<file path="src/hw/rtl/mcr_pkg.sv">
// ---------------------------------------------------------------------------
// mcr_pkg
// Shared types and constants for the midpoint circle rasterizer.
// ---------------------------------------------------------------------------
`default_nettype none

package mcr_pkg;

    localparam int COORD_W    = 14;
    localparam int DEC_W      = 12;
    localparam int LANES      = 8;
    localparam int ADDR_W     = 20;
    localparam int SIZE_W     = 11;
    localparam int RESULT_CAP = 48;
    localparam int CNT_W      = 6;
    localparam int FIFO_DEPTH = 4;
    localparam int PTR_W      = 2;

    localparam logic signed [DEC_W-1:0] D_INIT = 12'sd3;
    localparam logic signed [DEC_W-1:0] D_DIAG = 12'sd10;
    localparam logic signed [DEC_W-1:0] D_AXIS = 12'sd6;
    localparam logic [SIZE_W-1:0]       CANVAS_RESET = 11'd800;

    typedef enum logic [0:0] {
        WALK_IDLE,
        WALK_RUN
    } walk_state_t;

    typedef struct packed {
        logic signed [11:0] cx;
        logic signed [11:0] cy;
        logic [6:0]         x;
        logic signed [7:0]  y;
        logic [7:0]         color;
        logic               last;
    } step_t;

endpackage

`default_nettype wire

</file>
<file path="src/hw/rtl/mcr_walker.sv">
// ---------------------------------------------------------------------------
// mcr_walker
// Front end: takes a circle request and walks one octant, one step per
// transfer into the step queue.
// ---------------------------------------------------------------------------
`default_nettype none

module mcr_walker
    import mcr_pkg::*;
#(
    parameter int MAX_RADIUS = 63
)
(
    input  wire logic               clk,
    input  wire logic               rst_n,
    input  wire logic               in_valid,
    output logic                    in_stall,
    input  wire logic signed [11:0] center_x,
    input  wire logic signed [11:0] center_y,
    input  wire logic [5:0]         radius,
    input  wire logic [7:0]         color,
    output step_t                   step,
    output logic                    step_valid,
    input  wire logic               step_full
);

    localparam logic [7:0]       RadMax = 8'(MAX_RADIUS);
    localparam logic [CNT_W-1:0] CapIdx = CNT_W'(RESULT_CAP - 1);

    walk_state_t state_reg, state_next;

    logic signed [11:0]      cx_reg, cy_reg;
    logic [7:0]              color_reg;
    logic [6:0]              x_reg, x_next;
    logic signed [7:0]       y_reg, y_next;
    logic signed [DEC_W-1:0] d_reg, d_next;
    logic [CNT_W-1:0]        n_reg, n_next;

    logic              accept, push, more, last;
    logic [7:0]        r_ext, r_eff;
    logic signed [DEC_W-1:0] xs, ys;

    assign accept = in_valid && !in_stall;
    assign push   = step_valid && !step_full;
    assign more   = y_reg >= $signed({1'b0, x_reg});
    assign last   = !more || (n_reg == CapIdx);

    assign r_ext = {2'b00, radius};
    assign r_eff = (r_ext > RadMax) ? RadMax : r_ext;
    assign xs    = $signed({5'b0, x_reg});
    assign ys    = {{(DEC_W-8){y_reg[7]}}, y_reg};

    always_comb
    begin
        state_next = state_reg;
        case (state_reg)
            WALK_IDLE:
            begin
                if (accept)
                begin
                    state_next = WALK_RUN;
                end
            end
            WALK_RUN:
            begin
                if (push && last)
                begin
                    state_next = WALK_IDLE;
                end
            end
            default: state_next = WALK_IDLE;
        endcase
    end

    always_comb
    begin
        case (state_reg)
            WALK_IDLE:
            begin
                in_stall   = 1'b0;
                step_valid = 1'b0;
            end
            WALK_RUN:
            begin
                in_stall   = 1'b1;
                step_valid = 1'b1;
            end
            default:
            begin
                in_stall   = 1'b1;
                step_valid = 1'b0;
            end
        endcase
    end

    assign step.cx    = cx_reg;
    assign step.cy    = cy_reg;
    assign step.x     = x_reg;
    assign step.y     = y_reg;
    assign step.color = color_reg;
    assign step.last  = last;

    always_comb
    begin
        x_next = x_reg;
        y_next = y_reg;
        d_next = d_reg;
        n_next = n_reg;
        if (accept)
        begin
            x_next = 7'd0;
            y_next = $signed({1'b0, r_eff[6:0]});
            d_next = D_INIT - $signed({3'b0, r_eff, 1'b0});
            n_next = '0;
        end
        else if (push && !last)
        begin
            x_next = x_reg + 7'd1;
            n_next = n_reg + CNT_W'(1);
            if (d_reg > 0)
            begin
                y_next = y_reg - 8'sd1;
                d_next = d_reg + ((xs - ys + 12'sd2) <<< 2) + D_DIAG;
            end
            else
            begin
                d_next = d_reg + ((xs + 12'sd1) <<< 2) + D_AXIS;
            end
        end
    end

    always_ff @(posedge clk or negedge rst_n)
    begin
        if (!rst_n)
        begin
            state_reg <= WALK_IDLE;
            x_reg     <= '0;
            y_reg     <= '0;
            d_reg     <= '0;
            n_reg     <= '0;
        end
        else
        begin
            state_reg <= state_next;
            x_reg     <= x_next;
            y_reg     <= y_next;
            d_reg     <= d_next;
            n_reg     <= n_next;
        end
    end

    always_ff @(posedge clk)
    begin
        if (accept)
        begin
            cx_reg    <= center_x;
            cy_reg    <= center_y;
            color_reg <= color;
        end
    end

endmodule

`default_nettype wire

</file>
<file path="src/hw/rtl/mcr_step_fifo.sv">
// ---------------------------------------------------------------------------
// mcr_step_fifo
// Short queue of octant steps between the walker and the address unit.
// ---------------------------------------------------------------------------
`default_nettype none

module mcr_step_fifo
    import mcr_pkg::*;
(
    input  wire logic  clk,
    input  wire logic  rst_n,
    input  wire step_t push_data,
    input  wire logic  push_valid,
    output logic       full,
    output step_t      head,
    output logic       head_valid,
    input  wire logic  pop
);

    step_t             mem_reg [FIFO_DEPTH];
    logic [PTR_W-1:0]  wr_ptr_reg, rd_ptr_reg;
    logic [PTR_W:0]    count_reg, count_next;
    logic              do_push, do_pop;

    assign full       = (count_reg == (PTR_W+1)'(FIFO_DEPTH));
    assign head_valid = (count_reg != '0);
    assign head       = mem_reg[rd_ptr_reg];
    assign do_push    = push_valid && !full;
    assign do_pop     = pop && head_valid;

    always_comb
    begin
        count_next = count_reg;
        if (do_push && !do_pop)
        begin
            count_next = count_reg + (PTR_W+1)'(1);
        end
        else if (do_pop && !do_push)
        begin
            count_next = count_reg - (PTR_W+1)'(1);
        end
    end

    always_ff @(posedge clk or negedge rst_n)
    begin
        if (!rst_n)
        begin
            wr_ptr_reg <= '0;
            rd_ptr_reg <= '0;
            count_reg  <= '0;
        end
        else
        begin
            count_reg <= count_next;
            if (do_push)
            begin
                wr_ptr_reg <= wr_ptr_reg + PTR_W'(1);
            end
            if (do_pop)
            begin
                rd_ptr_reg <= rd_ptr_reg + PTR_W'(1);
            end
        end
    end

    always_ff @(posedge clk)
    begin
        if (do_push)
        begin
            mem_reg[wr_ptr_reg] <= push_data;
        end
    end

endmodule

`default_nettype wire

</file>
<file path="src/hw/rtl/mcr_addr_unit.sv">
// ---------------------------------------------------------------------------
// mcr_addr_unit
// Back end: mirrors one step into eight pixels, clips them to the canvas
// and forms addresses x * size + y. Two stages: clip, then multiply-add.
// ---------------------------------------------------------------------------
`default_nettype none

module mcr_addr_unit
    import mcr_pkg::*;
(
    input  wire logic              clk,
    input  wire logic              rst_n,
    input  wire logic [SIZE_W-1:0] size,
    input  wire step_t             head,
    input  wire logic              head_valid,
    output logic                   pop,
    output logic [ADDR_W-1:0]      addr [LANES],
    output logic [LANES-1:0]       mask,
    output logic [7:0]             pixel_color,
    output logic                   last_step,
    output logic                   out_valid,
    input  wire logic              out_stall
);

    logic signed [COORD_W-1:0] cxe, cye, xe, ye;
    logic signed [COORD_W-1:0] a [LANES];
    logic signed [COORD_W-1:0] b [LANES];
    logic [LANES-1:0]          in_canvas;

    logic [SIZE_W-1:0] s1_a_reg [LANES];
    logic [SIZE_W-1:0] s1_b_reg [LANES];
    logic [LANES-1:0]  s1_in_reg;
    logic [7:0]        s1_color_reg;
    logic              s1_last_reg;
    logic              s1_valid_reg;

    logic [ADDR_W-1:0] out_addr_reg [LANES];
    logic [ADDR_W-1:0] out_addr_next [LANES];
    logic [LANES-1:0]  out_mask_reg;
    logic [7:0]        out_color_reg;
    logic              out_last_reg;
    logic              out_valid_reg;

    logic s2_ready, s1_ready;
    logic [2*SIZE_W-1:0] sum [LANES];

    assign s2_ready = !out_valid_reg || !out_stall;
    assign s1_ready = !s1_valid_reg || s2_ready;
    assign pop      = head_valid && s1_ready;

    assign cxe = {{(COORD_W-12){head.cx[11]}}, head.cx};
    assign cye = {{(COORD_W-12){head.cy[11]}}, head.cy};
    assign xe  = $signed({{(COORD_W-7){1'b0}}, head.x});
    assign ye  = {{(COORD_W-8){head.y[7]}}, head.y};

    always_comb
    begin
        a[0] = cxe + xe;  b[0] = cye + ye;
        a[1] = cxe - xe;  b[1] = cye + ye;
        a[2] = cxe + xe;  b[2] = cye - ye;
        a[3] = cxe - xe;  b[3] = cye - ye;
        a[4] = cxe + ye;  b[4] = cye + xe;
        a[5] = cxe - ye;  b[5] = cye + xe;
        a[6] = cxe + ye;  b[6] = cye - xe;
        a[7] = cxe - ye;  b[7] = cye - xe;
        for (int k = 0; k < LANES; k++)
        begin
            in_canvas[k] = !a[k][COORD_W-1] && !b[k][COORD_W-1]
                        && (a[k][COORD_W-2:0] < {2'b00, size})
                        && (b[k][COORD_W-2:0] < {2'b00, size});
        end
    end

    always_comb
    begin
        for (int k = 0; k < LANES; k++)
        begin
            sum[k] = ({{SIZE_W{1'b0}}, s1_a_reg[k]} * {{SIZE_W{1'b0}}, size})
                   + {{SIZE_W{1'b0}}, s1_b_reg[k]};
            out_addr_next[k] = s1_in_reg[k] ? sum[k][ADDR_W-1:0] : '0;
        end
    end

    always_ff @(posedge clk or negedge rst_n)
    begin
        if (!rst_n)
        begin
            s1_valid_reg  <= 1'b0;
            out_valid_reg <= 1'b0;
        end
        else
        begin
            if (s1_ready)
            begin
                s1_valid_reg <= head_valid;
            end
            if (s2_ready)
            begin
                out_valid_reg <= s1_valid_reg;
            end
        end
    end

    always_ff @(posedge clk)
    begin
        if (pop)
        begin
            for (int k = 0; k < LANES; k++)
            begin
                s1_a_reg[k] <= a[k][SIZE_W-1:0];
                s1_b_reg[k] <= b[k][SIZE_W-1:0];
            end
            s1_in_reg    <= in_canvas;
            s1_color_reg <= head.color;
            s1_last_reg  <= head.last;
        end
        if (s2_ready && s1_valid_reg)
        begin
            for (int k = 0; k < LANES; k++)
            begin
                out_addr_reg[k] <= out_addr_next[k];
            end
            out_mask_reg  <= s1_in_reg;
            out_color_reg <= s1_color_reg;
            out_last_reg  <= s1_last_reg;
        end
    end

    assign addr        = out_addr_reg;
    assign mask        = out_mask_reg;
    assign pixel_color = out_color_reg;
    assign last_step   = out_last_reg;
    assign out_valid   = out_valid_reg;

endmodule

`default_nettype wire

</file>
<file path="src/hw/rtl/midpoint_circle_raster.sv">
// ---------------------------------------------------------------------------
// midpoint_circle_raster
// Midpoint circle rasterizer: one request in, one result per octant step.
// ---------------------------------------------------------------------------
// A circle request is taken when the walker is idle. The walker produces one
// octant step per cycle into a four-entry queue while the queue is not full;
// the address unit turns each step into eight clipped addresses x * size + y
// through a clip register and a multiply-add register. A circle of radius r
// gives about 0.71*r + 2 results (at most 48), and the next request can be
// taken in the cycle after the walker has queued the last step. canvas_size
// must be written only while no circle is in flight; the block itself does
// not enforce this. Values above MAX_CANVAS clip to MAX_CANVAS.
`default_nettype none

module midpoint_circle_raster
    import mcr_pkg::*;
#(
    parameter int MAX_RADIUS = 63,
    parameter int MAX_CANVAS = 1024
)
(
    input  wire logic               clk,
    input  wire logic               rst_n,
    input  wire logic               cfg_valid,
    output logic                    cfg_ready,
    input  wire logic [10:0]        canvas_size,
    input  wire logic               in_valid,
    output logic                    in_stall,
    input  wire logic signed [11:0] center_x,
    input  wire logic signed [11:0] center_y,
    input  wire logic [5:0]         radius,
    input  wire logic [7:0]         color,
    output logic                    out_valid,
    input  wire logic               out_stall,
    output logic [19:0]             addr_px_py,
    output logic [19:0]             addr_nx_py,
    output logic [19:0]             addr_px_ny,
    output logic [19:0]             addr_nx_ny,
    output logic [19:0]             addr_py_px,
    output logic [19:0]             addr_ny_px,
    output logic [19:0]             addr_py_nx,
    output logic [19:0]             addr_ny_nx,
    output logic [7:0]              inside_mask,
    output logic [7:0]              pixel_color,
    output logic                    last_step
);

    localparam int          SizeCapInt = (MAX_CANVAS > 2047) ? 2047 : MAX_CANVAS;
    localparam logic [SIZE_W-1:0] SizeCap = SIZE_W'(SizeCapInt);

    logic [SIZE_W-1:0] canvas_size_reg;
    logic [SIZE_W-1:0] size_eff;

    step_t             walk_step, head;
    logic              walk_valid, fifo_full, head_valid, pop;
    logic [ADDR_W-1:0] addr [LANES];

    assign cfg_ready = 1'b1;
    assign size_eff  = (canvas_size_reg > SizeCap) ? SizeCap : canvas_size_reg;

    always_ff @(posedge clk or negedge rst_n)
    begin
        if (!rst_n)
        begin
            canvas_size_reg <= CANVAS_RESET;
        end
        else if (cfg_valid && cfg_ready)
        begin
            canvas_size_reg <= canvas_size;
        end
    end

    mcr_walker #(
        .MAX_RADIUS (MAX_RADIUS)
    ) u_walker (
        .clk        (clk),
        .rst_n      (rst_n),
        .in_valid   (in_valid),
        .in_stall   (in_stall),
        .center_x   (center_x),
        .center_y   (center_y),
        .radius     (radius),
        .color      (color),
        .step       (walk_step),
        .step_valid (walk_valid),
        .step_full  (fifo_full)
    );

    mcr_step_fifo u_fifo (
        .clk        (clk),
        .rst_n      (rst_n),
        .push_data  (walk_step),
        .push_valid (walk_valid),
        .full       (fifo_full),
        .head       (head),
        .head_valid (head_valid),
        .pop        (pop)
    );

    mcr_addr_unit u_addr (
        .clk         (clk),
        .rst_n       (rst_n),
        .size        (size_eff),
        .head        (head),
        .head_valid  (head_valid),
        .pop         (pop),
        .addr        (addr),
        .mask        (inside_mask),
        .pixel_color (pixel_color),
        .last_step   (last_step),
        .out_valid   (out_valid),
        .out_stall   (out_stall)
    );

    assign addr_px_py = addr[0];
    assign addr_nx_py = addr[1];
    assign addr_px_ny = addr[2];
    assign addr_nx_ny = addr[3];
    assign addr_py_px = addr[4];
    assign addr_ny_px = addr[5];
    assign addr_py_nx = addr[6];
    assign addr_ny_nx = addr[7];

endmodule

`default_nettype wire

</file>
<file path="config.mk">
export PLATFORM = sky130hd
export DESIGN_NAME = midpoint_circle_raster
export DESIGN_NICKNAME = d
export VERILOG_FILES = /design/src/hw/rtl/mcr_pkg.sv /design/src/hw/rtl/mcr_walker.sv /design/src/hw/rtl/mcr_step_fifo.sv /design/src/hw/rtl/mcr_addr_unit.sv /design/src/hw/rtl/midpoint_circle_raster.sv
export SDC_FILE = /design/constraint.sdc
export NUM_CORES = 2
export LEC_CHECK = 0
export BUFFER_PORTS_ARGS = -buffer_cell sky130_fd_sc_hd__clkbuf_2
export CAP_MARGIN = 20
export CORE_UTILIZATION = 35
export DETAILED_ROUTE_END_ITERATION = 8
export MAX_ROUTING_LAYER = met4
export SETUP_SLACK_MARGIN = 0.4
export SYNTH_ARGS = -nofsm -noshare
export SYNTH_HDL_FRONTEND = slang
export SYNTH_SLANG_ARGS = --single-unit
</file>
<file path="constraint.sdc">
create_clock -name clk -period 26.1 [get_ports clk]
set_input_delay 5.22 -clock clk [delete_from_list [all_inputs] [get_ports clk]]
set_output_delay 5.22 -clock clk [all_outputs]
set_load 0.05 [all_outputs]
</file>
==> results.md <==
* Status: finished clean
* DRT iter0 DRCs at 1872
* Startpoint Class: register
* Ports at 234
* #FFs+latches synth at 556
* Tightest Pin Transition at 0.927 ns
* DR vias at 31800
* Fmax at 146 MHz
* Met2 wire len at 54.4 mm
* Crit-path max FO at 46
* Hold Fails Final Rpt at 0
* Root Driver: clkbuf_16
* GP Congestion at 0.908
* Detailed placement HPWL at 90.7 mm
* Post-route clock period utilization at 0.262
* CTS tree: built
* Setup violators final at 0
* Buffers on Ports at 232
* Sequential share of the synthesized area at 0.339
* Post-route ant nets at 0
* Nets at 5705
* Cells after Synth at 4479
* Reg-to-reg startpoint: canvas_size_reg[10]$_DFFE_PN0P_
* First-pass GRT wire length at 184 mm
* Commonest cells after routing, fill and taps aside: 855 x inv_1, 508 x fa_1, 502 x edfxtp_1, 490 x ha_1, 398 x nand2_1
* Drt pass-1 iters at 5
* Vias in the first global route at 33100
* Largest net degree at the start of global routing at 69
* Setup ws final at 19.27 ns
* Clk_lat worst skew at 0.64 ns
* Minimum clock period at 6.83 ns
* Yosys warnings at 0
* Mean Syn Cell Area at 10.8 sq um
* DR DRC count at 0
* H-tree Lvls at 3
* Metal3 WL at 5.77 mm
* Share of flip-flops with an asynchronous set or reset at 0.0971
* Crit Path Class: register to register
* Worst EP required at 26.49 ns
* Predominant post-synthesis flop cell: edfxtp_1
* Met1 WL at 53.1 mm
* Clk buf depth at 3
* Pins over their slew limit at 0
* FILL cells at 13300
* Design Area, Final at 0.0537 sq mm
* CTS clk-pin slew, worst paths at 0.06 ns
* Netlist cell types at 73
* DP Area at 0.0516 sq mm
* Cts-stage hold buffer count at 0
* Initial core utilization at 0.352
* Post-Syn Area at 0.0485 sq mm
* DP Worst Slack at 18.67 ns
* Largest register FFs at 192
* Max transition margin at 0.382
* Total Wirelength at 116 mm
* Critical Path Source: canvas_size_reg[10]$_DFFE_PN0P_
* Post-synth EDFFs at 502
* Min-delay worst type: register to register
* Clock skew at 0.0246 ns
* CTS Sinks at 556
* RSZ-0062 raised after global routing: no
* Worst path arrival time at 7.22 ns
* Max-cap check violation count at 0
* CTS resizes at 0
* Post-CTS setup buffers at 0
* Core footprint at 0.137 sq mm
* CTS buffer count at 66
* Die extent in y at 374 um
* Hold_sp: u_addr.s1_color_reg[1]$_DFFE_PP_
* Area of the die at 0.140 sq mm
* Die Width at 374 um
* Initial antenna violation count at 5
* Commonest non-fill, non-tap cell in the layout: inv_1
* GRT Residual Overflow at 0
* Top sig layer: met4
* Area growth from synthesis to layout at 10.8%
* Worst Setup End Kind: register
* Ratio of routed vias to standard cells at 4.89
* Syn Nets at 5531
* Proportion of layout cells with a drive suffix above 1 at 0.0982
* Tot GR Track Use at 0.172
* WL per Instance at 17.8 um
* Setup TNS at 0 ns
* Row Count at 136
## cells in the mapped netlist (28+ instances only)
master,instances,area (sq um)
o21ai_0,106,531
a21oi_1,144,721
dfrtp_1,51,1280
nor3_1,68,340
nand3_1,62,310
nand2_1,398,1490
edfxtp_1,502,15100
xor2_1,73,639
and3_1,28,175
nor2_1,184,691
clkbuf_1,142,533
mux4_2,48,1080
ha_1,490,6130
nor2b_1,56,350
fa_1,508,10200
inv_1,855,3210
and2_1,207,1290
xnor2_1,116,1020
a21o_1,44,330
## cell families after synthesis
| logic type | share of synthesized area |
|---|---|
| compound gates | 0.0682 |
| xor+xnor | 0.0342 |
| fa+ha+maj | 0.336 |
| buf+inv | 0.0786 |
| flops | 0.339 |
| mux | 0.0284 |
| other cells | 0.0000774 |
| simple gates | 0.115 |
## critical path, stage by stage (launching register included)
cell and delay, ns:
dfrtp_2 0.45, buf_4 0.35, nor2b_4 0.62, buf_4 0.43
nand2_1 0.16, fa_1 0.49, fa_1 0.51, inv_1 0.05
fa_1 0.53, inv_1 0.05, fa_1 0.48, inv_1 0.04
ha_1 0.30, o21a_1 0.14, a2111oi_0 0.56, nor3_1 0.19
o41ai_1 0.66, o21ai_0 0.19, xor2_1 0.17, and2_1 0.15
## metal layers
layer,track usage,vias up
met4,0.0447,0
met2,0.277,731
met3,0.0240,139
li1,-,15100
met5,-,-
met1,0.228,15900
## area by class of cell
class | count | area, sq um | area share
Timing Repair Buffer | 262 | 1400 | 0.0260
Sequential cell | 556 | 16400 | 0.306
Clock buffer | 78 | 1730 | 0.0322
Antenna cell | 1 | 2.50 | 0.0000466
Tap cell | 1794 | 2240 | 0.0418
Clock inverter | 42 | 388 | 0.00722
Inverter | 856 | 3210 | 0.0598
Multi-Input combinational cell | 2911 | 28300 | 0.527
## per-stage QoR
stage | util | instances | hold slack (ns)
2_1_floorplan | - | 4479 | 0.400
3_3_place_gp | 0.375 | 6377 | 0.404
3_5_place_dp | 0.375 | 6378 | 0.418
4_1_cts | 0.391 | 6498 | 0.405
5_1_grt | 0.391 | 6500 | 0.422
6_report | 0.391 | 6500 | 0.414
## path summary, 6_finish.rpt
| check | slack, ns | cells after the start | to |
|---|---|---|---|
| max in group asynchronous | 20.67 | 2 | u_fifo.rd_ptr_reg[0]$_DFFE_PN0P_ |
| max | 19.27 | 19 | u_addr.addr[98]$_SDFFCE_PN0P_ |
| min in group asynchronous | 4.79 | 2 | u_walker.x_reg[1]$_DFFE_PN0P_ |
| min reg2reg | 0.41 | 0 | u_addr.pixel_color[1]$_DFFE_PP_ |
| min | 0.41 | 0 | u_addr.pixel_color[1]$_DFFE_PP_ |
| max reg2reg | 19.27 | 19 | u_addr.addr[98]$_SDFFCE_PN0P_ |
Power is not shown: default switching activity piles up to over one toggle a cycle in this logic, so the estimate is an artifact.
